===== src/ute_pkg.sv =====
// Shared types, constants and tables for the UTC calendar to epoch seconds block.
// Used by every module under src; depends on nothing.
package ute_pkg;

    // Field widths
    localparam int YearW   = 13;
    localparam int MonW    = 4;
    localparam int DayW    = 5;
    localparam int HourW   = 5;
    localparam int MinW    = 6;
    localparam int SecW    = 6;
    localparam int YdayW   = 9;
    localparam int TodW    = 17;
    localparam int DaysW   = 24;
    localparam int ProdW   = 40;
    localparam int EpochW  = 39;
    localparam int InDataW  = 40;
    localparam int OutDataW = 40;

    // Field limits
    localparam logic [MonW-1:0]  MonthMax  = 4'd11;
    localparam logic [HourW-1:0] HourMax   = 5'd23;
    localparam logic [MinW-1:0]  MinuteMax = 6'd59;
    localparam logic [SecW-1:0]  SecondMax = 6'd60;

    // Year offsets of the POSIX formula (years counted from 1900)
    localparam logic [YearW-1:0] YearQuadBase = 13'd69;
    localparam logic [13:0]      YearEraBias  = 14'd299;
    localparam logic signed [13:0] YearEpoch  = 14'sd70;

    // Reciprocal of 100 and 400: x/100 = (x*5243)>>19, x/400 = (x*5243)>>21,
    // exact for x below 43690
    localparam logic [12:0] Recip    = 13'd5243;
    localparam int          Shift100 = 19;
    localparam int          Shift400 = 21;

    localparam logic [13:0] Century   = 14'd100;
    localparam logic [TodW-1:0] SecPerHour = 17'd3600;
    localparam logic [TodW-1:0] SecPerMin  = 17'd60;
    localparam logic signed [DaysW-1:0] DaysPerYear = 24'sd365;
    localparam logic signed [ProdW-1:0] SecPerDay   = 40'sd86400;

    // Front end to day-count stage
    typedef struct packed {
        logic              invalid;
        logic [YearW-1:0]  year;
        logic [YdayW-1:0]  yday;
        logic signed [11:0] quad;
        logic [6:0]        cent;
        logic [5:0]        era;
        logic [TodW-1:0]   tod;
    } ute_front_t;

    // Day-count stage to seconds stage
    typedef struct packed {
        logic                    invalid;
        logic signed [DaysW-1:0] days;
        logic [TodW-1:0]         tod;
    } ute_days_t;

    // Days before the first of a month, normal or leap year
    function automatic logic [YdayW-1:0] days_before(input logic [MonW-1:0] mon,
                                                     input logic leap);
        logic [YdayW-1:0] base;
        base = '0;
        case (mon)
            4'd0:    base = 9'd0;
            4'd1:    base = 9'd31;
            4'd2:    base = 9'd59;
            4'd3:    base = 9'd90;
            4'd4:    base = 9'd120;
            4'd5:    base = 9'd151;
            4'd6:    base = 9'd181;
            4'd7:    base = 9'd212;
            4'd8:    base = 9'd243;
            4'd9:    base = 9'd273;
            4'd10:   base = 9'd304;
            4'd11:   base = 9'd334;
            default: base = 9'd0;
        endcase
        if (leap && mon >= 4'd2)
            base = base + 9'd1;
        return base;
    endfunction

endpackage


===== src/ute_front.sv =====
// Front end: field check, reciprocal products and leap-year day offset.
// Two register stages; depends on ute_pkg.
module ute_front
    import ute_pkg::*;
(
    input  logic                clk,
    input  logic                rst_n,
    input  logic                in_valid,
    output logic                in_ready,
    input  logic [InDataW-1:0]  in_data,
    output logic                out_valid,
    input  logic                out_ready,
    output ute_front_t          out_item
);

    // Stage A registers
    logic                a_valid_reg;
    logic                a_invalid_reg;
    logic [YearW-1:0]    a_year_reg;
    logic [MonW-1:0]     a_mon_reg;
    logic [DayW-1:0]     a_day_reg;
    logic [TodW-1:0]     a_tod_reg;
    logic [25:0]         a_pm1_reg;
    logic [25:0]         a_p0_reg;
    logic [26:0]         a_p400_reg;

    // Stage B registers
    logic                b_valid_reg;
    ute_front_t          b_item_reg;

    logic                adv_a;
    logic                adv_b;

    logic [YearW-1:0]    y_in;
    logic [MonW-1:0]     mon_in;
    logic [DayW-1:0]     day_in;
    logic [HourW-1:0]    hr_in;
    logic [MinW-1:0]     mn_in;
    logic [SecW-1:0]     sc_in;
    logic [YearW-1:0]    ym1;
    logic [13:0]         yp299;
    logic                invalid_next;
    logic [TodW-1:0]     tod_next;
    logic [25:0]         pm1_next;
    logic [25:0]         p0_next;
    logic [26:0]         p400_next;

    logic [6:0]          q100;
    logic [13:0]         hund;
    logic                leap;
    logic [YearW-1:0]    dlt;
    logic signed [11:0]  qmag;
    ute_front_t          b_item_next;

    assign adv_b    = !b_valid_reg || out_ready;
    assign adv_a    = !a_valid_reg || adv_b;
    assign in_ready = adv_a;

    // Unpack the item and check the fields
    assign y_in   = in_data[12:0];
    assign mon_in = in_data[16:13];
    assign day_in = in_data[21:17];
    assign hr_in  = in_data[26:22];
    assign mn_in  = in_data[32:27];
    assign sc_in  = in_data[38:33];

    always_comb
    begin
        invalid_next = (mon_in > MonthMax) || (day_in == '0) || (hr_in > HourMax)
                    || (mn_in > MinuteMax) || (sc_in > SecondMax);
        tod_next = TodW'(hr_in) * SecPerHour + TodW'(mn_in) * SecPerMin + TodW'(sc_in);
        ym1      = (y_in == '0) ? '0 : y_in - 13'd1;
        yp299    = 14'(y_in) + YearEraBias;
        pm1_next  = 26'(ym1) * 26'(Recip);
        p0_next   = 26'(y_in) * 26'(Recip);
        p400_next = 27'(yp299) * 27'(Recip);
    end

    always_ff @(posedge clk or negedge rst_n)
    begin
        if (!rst_n)
            a_valid_reg <= 1'b0;
        else if (adv_a)
            a_valid_reg <= in_valid;
    end

    // Hold stage A payload unless it advances
    always_ff @(posedge clk)
    begin
        if (adv_a && in_valid)
        begin
            a_invalid_reg <= invalid_next;
            a_year_reg    <= y_in;
            a_mon_reg     <= mon_in;
            a_day_reg     <= day_in;
            a_tod_reg     <= tod_next;
            a_pm1_reg     <= pm1_next;
            a_p0_reg      <= p0_next;
            a_p400_reg    <= p400_next;
        end
    end

    // Quotients, leap rule and day of year
    always_comb
    begin
        q100 = a_p0_reg[25:Shift100];
        hund = 14'(q100) * Century;
        // A century year is leap only when (year + 1900) is a multiple of 400
        leap = (a_year_reg[1:0] == 2'b00)
            && ((hund != 14'(a_year_reg)) || (q100[1:0] == 2'b01));

        // (year - 69) / 4, truncated toward zero
        if (a_year_reg >= YearQuadBase)
            dlt = a_year_reg - YearQuadBase;
        else
            dlt = YearQuadBase - a_year_reg;
        qmag = $signed({1'b0, dlt[12:2]});

        b_item_next.invalid = a_invalid_reg;
        b_item_next.year    = a_year_reg;
        b_item_next.yday    = days_before(a_mon_reg, leap) + YdayW'(a_day_reg) - 9'd1;
        b_item_next.quad    = (a_year_reg >= YearQuadBase) ? qmag : -qmag;
        b_item_next.cent    = a_pm1_reg[25:Shift100];
        b_item_next.era     = a_p400_reg[26:Shift400];
        b_item_next.tod     = a_tod_reg;
    end

    always_ff @(posedge clk or negedge rst_n)
    begin
        if (!rst_n)
            b_valid_reg <= 1'b0;
        else if (adv_b)
            b_valid_reg <= a_valid_reg;
    end

    always_ff @(posedge clk)
    begin
        if (adv_b && a_valid_reg)
            b_item_reg <= b_item_next;
    end

    assign out_valid = b_valid_reg;
    assign out_item  = b_item_reg;

endmodule


===== src/ute_days.sv =====
// Day-count stage: days since the epoch from year, day of year and leap corrections.
// One register stage; depends on ute_pkg.
module ute_days
    import ute_pkg::*;
(
    input  logic        clk,
    input  logic        rst_n,
    input  logic        in_valid,
    output logic        in_ready,
    input  ute_front_t  in_item,
    output logic        out_valid,
    input  logic        out_ready,
    output ute_days_t   out_item
);

    logic                    valid_reg;
    ute_days_t               item_reg;
    ute_days_t               item_next;
    logic                    adv;
    logic signed [13:0]      yrel;
    logic signed [DaysW-1:0] yterm;

    assign adv      = !valid_reg || out_ready;
    assign in_ready = adv;

    // Sum the year term and the leap-day corrections
    always_comb
    begin
        yrel  = $signed({1'b0, in_item.year}) - YearEpoch;
        yterm = DaysW'(yrel) * DaysPerYear;
        item_next.invalid = in_item.invalid;
        item_next.tod     = in_item.tod;
        item_next.days    = yterm
                          + $signed({15'b0, in_item.yday})
                          + DaysW'(in_item.quad)
                          - $signed({17'b0, in_item.cent})
                          + $signed({18'b0, in_item.era});
    end

    always_ff @(posedge clk or negedge rst_n)
    begin
        if (!rst_n)
            valid_reg <= 1'b0;
        else if (adv)
            valid_reg <= in_valid;
    end

    always_ff @(posedge clk)
    begin
        if (adv && in_valid)
            item_reg <= item_next;
    end

    assign out_valid = valid_reg;
    assign out_item  = item_reg;

endmodule


===== src/ute_secs.sv =====
// Seconds stage: days times 86400, plus time of day, into the output register.
// Two register stages; depends on ute_pkg.
module ute_secs
    import ute_pkg::*;
(
    input  logic               clk,
    input  logic               rst_n,
    input  logic               in_valid,
    output logic               in_ready,
    input  ute_days_t          in_item,
    output logic               out_valid,
    input  logic               out_ready,
    output logic [EpochW-1:0]  epoch,
    output logic               invalid
);

    // Product stage
    logic                    p_valid_reg;
    logic signed [ProdW-1:0] p_prod_reg;
    logic [TodW-1:0]         p_tod_reg;
    logic                    p_invalid_reg;

    // Output register
    logic                    o_valid_reg;
    logic [EpochW-1:0]       o_epoch_reg;
    logic                    o_invalid_reg;

    logic                    adv_p;
    logic                    adv_o;
    logic signed [ProdW-1:0] prod_next;
    logic signed [ProdW-1:0] sum;
    logic [EpochW-1:0]       epoch_next;

    assign adv_o    = !o_valid_reg || out_ready;
    assign adv_p    = !p_valid_reg || adv_o;
    assign in_ready = adv_p;

    assign prod_next = ProdW'(in_item.days) * SecPerDay;

    always_ff @(posedge clk or negedge rst_n)
    begin
        if (!rst_n)
            p_valid_reg <= 1'b0;
        else if (adv_p)
            p_valid_reg <= in_valid;
    end

    always_ff @(posedge clk)
    begin
        if (adv_p && in_valid)
        begin
            p_prod_reg    <= prod_next;
            p_tod_reg     <= in_item.tod;
            p_invalid_reg <= in_item.invalid;
        end
    end

    // Add time of day; force all ones on a bad field
    always_comb
    begin
        sum        = p_prod_reg + $signed({23'b0, p_tod_reg});
        epoch_next = p_invalid_reg ? '1 : sum[EpochW-1:0];
    end

    always_ff @(posedge clk or negedge rst_n)
    begin
        if (!rst_n)
            o_valid_reg <= 1'b0;
        else if (adv_o)
            o_valid_reg <= p_valid_reg;
    end

    always_ff @(posedge clk)
    begin
        if (adv_o && p_valid_reg)
        begin
            o_epoch_reg   <= epoch_next;
            o_invalid_reg <= p_invalid_reg;
        end
    end

    assign out_valid = o_valid_reg;
    assign epoch     = o_epoch_reg;
    assign invalid   = o_invalid_reg;

endmodule


===== src/utc_calendar_to_epoch_seconds.sv =====
// UTC calendar to epoch seconds, five-stage pipeline.
// Throughput: one item per cycle while m_tready holds no stage back; the stages,
// in order: check and reciprocal products, leap and day of year, day count,
// days times 86400, final add into the output register.
// Reset (rst_n low, asynchronous) clears all stage valid bits; payload is not reset.
module utc_calendar_to_epoch_seconds
    import ute_pkg::*;
(
    input  logic                 clk,
    input  logic                 rst_n,
    input  logic                 s_tvalid,
    output logic                 s_tready,
    // year_since_1900[12:0], month_index[16:13], day_of_month[21:17],
    // hour_of_day[26:22], minute_of_hour[32:27], second_of_minute[38:33], zero[39]
    input  logic [InDataW-1:0]   s_tdata,
    output logic                 m_tvalid,
    input  logic                 m_tready,
    // epoch_seconds[38:0] (signed), zero[39]
    output logic [OutDataW-1:0]  m_tdata,
    // invalid_fields[0]
    output logic                 m_tuser
);

    logic               front_valid;
    logic               front_ready;
    ute_front_t         front_item;
    logic               days_valid;
    logic               days_ready;
    ute_days_t          days_item;
    logic [EpochW-1:0]  epoch;

    ute_front u_front (
        .clk       (clk),
        .rst_n     (rst_n),
        .in_valid  (s_tvalid),
        .in_ready  (s_tready),
        .in_data   (s_tdata),
        .out_valid (front_valid),
        .out_ready (front_ready),
        .out_item  (front_item)
    );

    ute_days u_days (
        .clk       (clk),
        .rst_n     (rst_n),
        .in_valid  (front_valid),
        .in_ready  (front_ready),
        .in_item   (front_item),
        .out_valid (days_valid),
        .out_ready (days_ready),
        .out_item  (days_item)
    );

    ute_secs u_secs (
        .clk       (clk),
        .rst_n     (rst_n),
        .in_valid  (days_valid),
        .in_ready  (days_ready),
        .in_item   (days_item),
        .out_valid (m_tvalid),
        .out_ready (m_tready),
        .epoch     (epoch),
        .invalid   (m_tuser)
    );

    assign m_tdata = {1'b0, epoch};

endmodule

===== config.mk =====
export PLATFORM = sky130hd
export DESIGN_NAME = utc_calendar_to_epoch_seconds
export DESIGN_NICKNAME = d
export VERILOG_FILES = /design/src/ute_pkg.sv /design/src/ute_front.sv /design/src/ute_days.sv /design/src/ute_secs.sv /design/src/utc_calendar_to_epoch_seconds.sv
export SDC_FILE = /design/constraint.sdc
export NUM_CORES = 1
export LEC_CHECK = 0
export ABC_AREA = 1
export BUFFER_PORTS_ARGS = -buffer_cell sky130_fd_sc_hd__buf_2
export CAP_MARGIN = 10
export CELL_PAD_IN_SITES_DETAIL_PLACEMENT = 0
export CELL_PAD_IN_SITES_GLOBAL_PLACEMENT = 1
export CORE_AREA = 2 2 276 278
export CTS_CLUSTER_DIAMETER = 60
export DETAILED_ROUTE_END_ITERATION = 10
export DIE_AREA = 0 0 278 280
export GPL_TIMING_DRIVEN = 0
export HOLD_SLACK_MARGIN = 0.06
export PLACE_DENSITY_LB_ADDON = 0.1
export SLEW_MARGIN = 20
export SYNTH_ARGS = -nofsm -noshare
export SYNTH_HDL_FRONTEND = slang
export SYNTH_SLANG_ARGS = --single-unit

===== constraint.sdc =====
create_clock -name clk -period 7.1 [get_ports clk]
set_input_delay 1.42 -clock clk [delete_from_list [all_inputs] [get_ports clk]]
set_output_delay 1.42 -clock clk [all_outputs]
set_load 0.03 [all_outputs]

# Word level (Yosys, flattened, before mapping)
# Memory sizes are Yosys's and may differ from the RTL's. A register that Yosys moved wholly into a read port is not among the register bits.
# Index checks and enable logic that the tools add are counted.
# Widths: inputs -> output; s select.
[totals] romBits=144 output_inout_bits=43 reg_bits=321 word_cells=92 memories=1
[mem_list] name="(no name shown)" words=16 word_bits=9 read_ports=1 rd_ports_with_merged_regs=1 wr=0 line="ute_pkg.sv:66" rtl="case (mon)"
[classes] mul=8 n_reduce_logical=25 addsub=16 eq_ne=2 n_lt_le_gt_ge=6 n_mux=5
[op_table] cell="$mul 13x13->26 const B" n=2
[op_table] cell="$add 39x18->39" n=1
[op_table] cell="$mul 24x11->32 const B" n=1
[op_table] cell="$mul 14x13->27 const B" n=1
[op_table] cell="$mux 13" n=2
[op_table] cell="$add 24x10->24" n=1
[op_table] cell="$add 24x12->24" n=1
[op_table] cell="$add 24x7->24" n=1
[op_table] cell="$mul 14x10->24 const B" n=1
[op_table] cell="$sub 24x8->24" n=1
[op_table] cell="$add 17x12->17" n=1
[op_table] cell="$add 17x6->17" n=1
[op_table] cell="$add 13x9->14 const B" n=1
[op_table] cell="$ne 14x13->1" n=1
[op_table] cell="$sub 13x7->14 const B" n=1
[op_table] cell="$ge 13x7->1 const B" n=1
[op_table] cell="$logic_not 13->1" n=1
[op_table] cell="$mul 5x8->13 const B" n=1
[op_table] cell="$sub 13x1->13 const B" n=1
[op_table] cell="$sub 13x7->13 const B" n=1
[op_table] cell="$sub 7x13->13 const A" n=1
[op_table] cell="$gt 6x6->1 const B" n=2
[op_table] cell="$mul 7x5->12 const B" n=1
[op_table] cell="$neg 11->12" n=1
[op_table] cell="16 further kinds" n=35

# Longest topological paths before layout
[depth] ltp_word=8 ltp_mapped=35 ltp_nobuf=35

# Cells and area by module
# Synthesis repeated with hierarchy kept, for this count alone.
[hier_totals] hier_cells=3920 area_unflattened_um2=35252.6
[by_module_without_submodules] mod="ute_front" instances=1 seq_area_each_um2=3983.8 area_per_inst_um2=18848.1 cells_each=1988
[by_module_without_submodules] mod="ute_secs" instances=1 seq_area_each_um2=2752.6 area_per_inst_um2=9491.6 cells_each=1186
[by_module_without_submodules] mod="ute_days" instances=1 seq_area_each_um2=1286.2 area_per_inst_um2=6901.6 cells_each=744
[by_module_without_submodules] mod="utc_calendar_to_epoch_seconds" instances=1 seq_area_each_um2=0.0 area_per_inst_um2=11.3 cells_each=2

# Least setup slack after synthesis
# No wires, ideal clock.
[synth_timing] path_kind="input to register" start="input port s_tdata[3]" end="register u_front.a_pm1_reg[25], data pin" slack_ns=-0.300 t_arrival_ns=7.138 path_buffers=0 setup_time_ns=0.262 required_time_ns=6.838 path_stages=30 cell_sequence="inv_1 -> ha_1 -> inv_1 -> o21ai_0 -> inv_1 -> nand2_1 -> nand2_1 -> nand2_1 -> nand2_1 -> nand2_1 -> nor2_1 -> nor3_1 -> inv_1 -> fa_1 -> inv_1 -> ha_1 -> inv_1 -> fa_1 -> inv_1 -> fa_1 -> inv_1 -> fa_1 -> inv_1 -> ha_1 -> nand2_1 -> nor4_1 -> nand2_1 -> o211ai_1 -> a21oi_1 -> xor2_1"
[synth_via] elab_chain_len=3 word_cells_on_any_way=4
[synth_rtl] item="start: declaration" line="utc_calendar_to_epoch_seconds.sv:15" rtl="input logic [InDataW-1:0] s_tdata,"
[synth_rtl] item="$sub 13x1->13 or $logic_not 13->1 (tied branches)" line="ute_front.sv:72" rtl="ym1 = (y_in == '0) ? '0 : y_in - 13'd1;"
[synth_rtl] item="$mux 13 (*)" line="ute_front.sv:72"
[synth_rtl] item="$mul 13x13->26 (*)" line="ute_front.sv:74" rtl="pm1_next = 26'(ym1) * 26'(Recip);"
[synth_rtl] item="via u_front.pm1_next[25]" line="ute_front.sv:44" rtl="logic [25:0] pm1_next;"
[synth_rtl] item="end signal: assignment" line="ute_front.sv:97" rtl="a_pm1_reg <= pm1_next;"
[synth_rtl] item="end: declaration" line="ute_front.sv:23" rtl="logic [25:0] a_pm1_reg;"
# Mark *: on every way through the listed nets, which the timed path passes. The rest lies on a longest branch.
# A chain may end at the register's enable or synchronous reset.

# Final worst setup path
[layout_timing] start="input port s_tdata[7]" end="register u_front.a_pm1_reg[23], data pin"
# The elaborated chain is that of the path after synthesis.

==> qor.txt <==
Cell area after synthesis = 33,400 um^2
DR iter-0 viols = 754
Post-synth EDFFs = 257
Startpoint Class = input pin
Largest family of logic cells by synthesized area = adder cells
Most common cell after layout, fill and taps aside = inv_1
Starting Density = 44.4%
TritonRoute pass-1 iters = 5
Required @ worst endpoint = 7440 ps
Tmin final = 6870 ps
Syn Area/Cell = 9.74 um^2
Mapped Cells = 3,426
Layout cells sized above 1 = 8.11%
Residual DRC = 0
Largest net degree at the start of global routing = 63
Sinks on the clock net = 271
CP Class = input pin to flip-flop
Max-Cap Viols = 0
Global-route wire length before repair = 117,000 um
Area leader, netlist = ha_1
Unrepaired setup endpoints after global routing = true
CTS tree = done
Root Driver = clkbuf_16
Fin crit share = 96.7%
HP Class = flip-flop to flip-flop
Port Buffers = 84
Total number of vias = 22,200
Max Slew Vio Count = 0
Placed cell areas = 35,200 um^2
Worst hold slack = 408 ps
Top Ports = 87
Total gr overflow = 0
WP data arrival = 7210 ps
Max Clk Rate = 146 MHz
CTS clk-pin slew, worst paths = 60 ps
Slew HR = 35.2%
Core box area = 75,200 um^2
CTS buffer count = 31
Seq/Total Area, Yosys = 24.1%
Max reg flops = 65
Worst-Skew Late Latency = 600 ps
Clock skew = 19.1 ps
Final Hold Fails = 0
Post-Route WL = 69,800 um
Vias in the first global route = 23,700
XOR/XNOR Fraction of Synth Area = 4.70%
Antenna viol nets, final = 0
DIE HEIGHT = 280 um
Post-Synth Adder-Cell Area = 45.2%
Cell Rows = 101
Mapped Nets = 4,462
Area share of the leading cell type in the synthesized netlist = 23.9%
Clock Path Buffers = 3
FF+latch count, synth = 271
Status = complete, no violations
Synth area leaders = ha_1, edfxtp_1, fa_1
Setup violations, final = 0
Post-CTS Hold Buffers = 0
Routability cong. = 0.878
Mean number of vias per cell = 4.84
Post-Synth Simple-Gate Area = 9.22%
CTS H-tree lvls = 1
Synth Warn # = 0
WL/cell = 15.2 um
Area Overhead vs Synth = 10.6%
CP Capture Type = flip-flop
Synth Area in Compound Gates = 6.49%
Worst slew pin tran = 972 ps
Finished Cell Area = 36,900 um^2
Hpwl dp = 60,900 um
Top FF cell, synth = edfxtp_1
Setup WS pre-CTS = -1510 ps
Yosys cell types = 65
GRT Util Overall = 18.4%
Antenna fix cells = 0
Initial antenna violation count = 0
Final worst slack = 233 ps
Nets@finish = 4,626
Worst-path maximum fanout = 11
Die ar. = 77,800 um^2
Mux share of post-synthesis cell area = 0.0300%
Die Width = 278 um
Most frequent cells in the layout = inv_1, ha_1, fa_1, nand2_1, edfxtp_1
Fillers = 7,092
Async SR Flop Fraction = 1.85%
-- logic make-up (layout without fill, tap and decap cells) --
kind of cell | after synthesis | after routing
buf+inv | 907 | 1095
xor+xnor | 175 | 175
fa+ha+maj | 992 | 992
other cells | 1 | 1
flops | 271 | 271
simple gates | 697 | 697
mux | 1 | 1
compound gates | 382 | 382
-- final timing paths --
path | startpoint | to | slack (ps) | depth (start not counted)
max | s_tdata[7] | u_front.a_pm1_reg[23] | 230 | 26
min | u_front.out_item[2] | u_days.out_item[2] | 410 | 0
max reg2reg | u_front.out_item[52] | u_days.out_item[39] | 530 | 26
min reg2reg | u_front.out_item[2] | u_days.out_item[2] | 410 | 0
max in group asynchronous | rst_n | u_secs.out_valid | 6300 | 1
min in group asynchronous | rst_n | u_front.a_valid_reg | 650 | 1
-- critical path: stages --
cell      delay, ps
clkbuf_4        220
inv_1           250
ha_1            240
nand4_1         160
nor4_4          280
buf_4           190
buf_4           150
buf_4           210
nor3_4           90
buf_4           150
buf_4           140
ha_1            320
ha_1            340
fa_1            530
fa_1            550
inv_1            60
fa_1            520
inv_1            40
ha_1            320
a21oi_1         180
o21ai_0         100
a21oi_1         150
o211ai_1        100
buf_4           160
a31o_2          200
xor2_1          140
-- cells in the mapped netlist, types with 5 or more instances --
cell type	count
xor2_1	132
inv_2	10
inv_1	887
nand3b_1	8
o21ai_1	18
nor4_1	12
a21oi_1	179
o21bai_1	15
xnor2_1	40
nand3_1	79
o21ai_0	95
o31ai_1	6
a31oi_1	9
nor2_1	135
a21o_1	16
o211ai_1	8
nand2_1	355
nor3_1	36
o21ai_2	6
or2_2	13
ha_1	637
dfrtp_1	5
nand4_1	28
edfxtp_1	257
dfxtp_1	9
o21a_1	6
fa_1	355
-- area by class of cell --
class	instances	area, um^2	share of cell area, %
plain buffers	9	65.1	0.176
clock buffers	35	791	2.14
clock inverters	22	244	0.661
inverters	898	3420	9.26
multi-input cells	2248	22200	60.2
flip-flops and latches	271	8020	21.7
well taps	978	1220	3.32
repair buffers	131	921	2.50
-- repair_timing --
action	4_1_cts	5_1_grt
gates resized for setup	27	50
pin swaps	6	9
setup endpoints to repair	14	15
buffers inserted	21	21
-- layer usage --
layer / global-route usage [%] / share of wire [%] / vias to the layer above
met5: 0 / 0 / -
met2: 34.9 / 52 / 196
met1: 22.9 / 44 / 10700
met4: 3.59 / 1.9 / 0
li1: - / - / 11300
met3: 1.26 / 1.8 / 73
-- through the flow --
stage                     utilization [%]  TNS, ps  std cells
after floorplan                         -        0       3426
after detailed placement             46.8   -13270       4493
after global placement               46.6   -13600       4488
final                                49.1        0       4592
after global routing                 49.1     -197       4592
after CTS                            48.5        0       4571
Power is not shown: default switching activity piles up to over one toggle a cycle in this logic, so the estimate is an artifact.
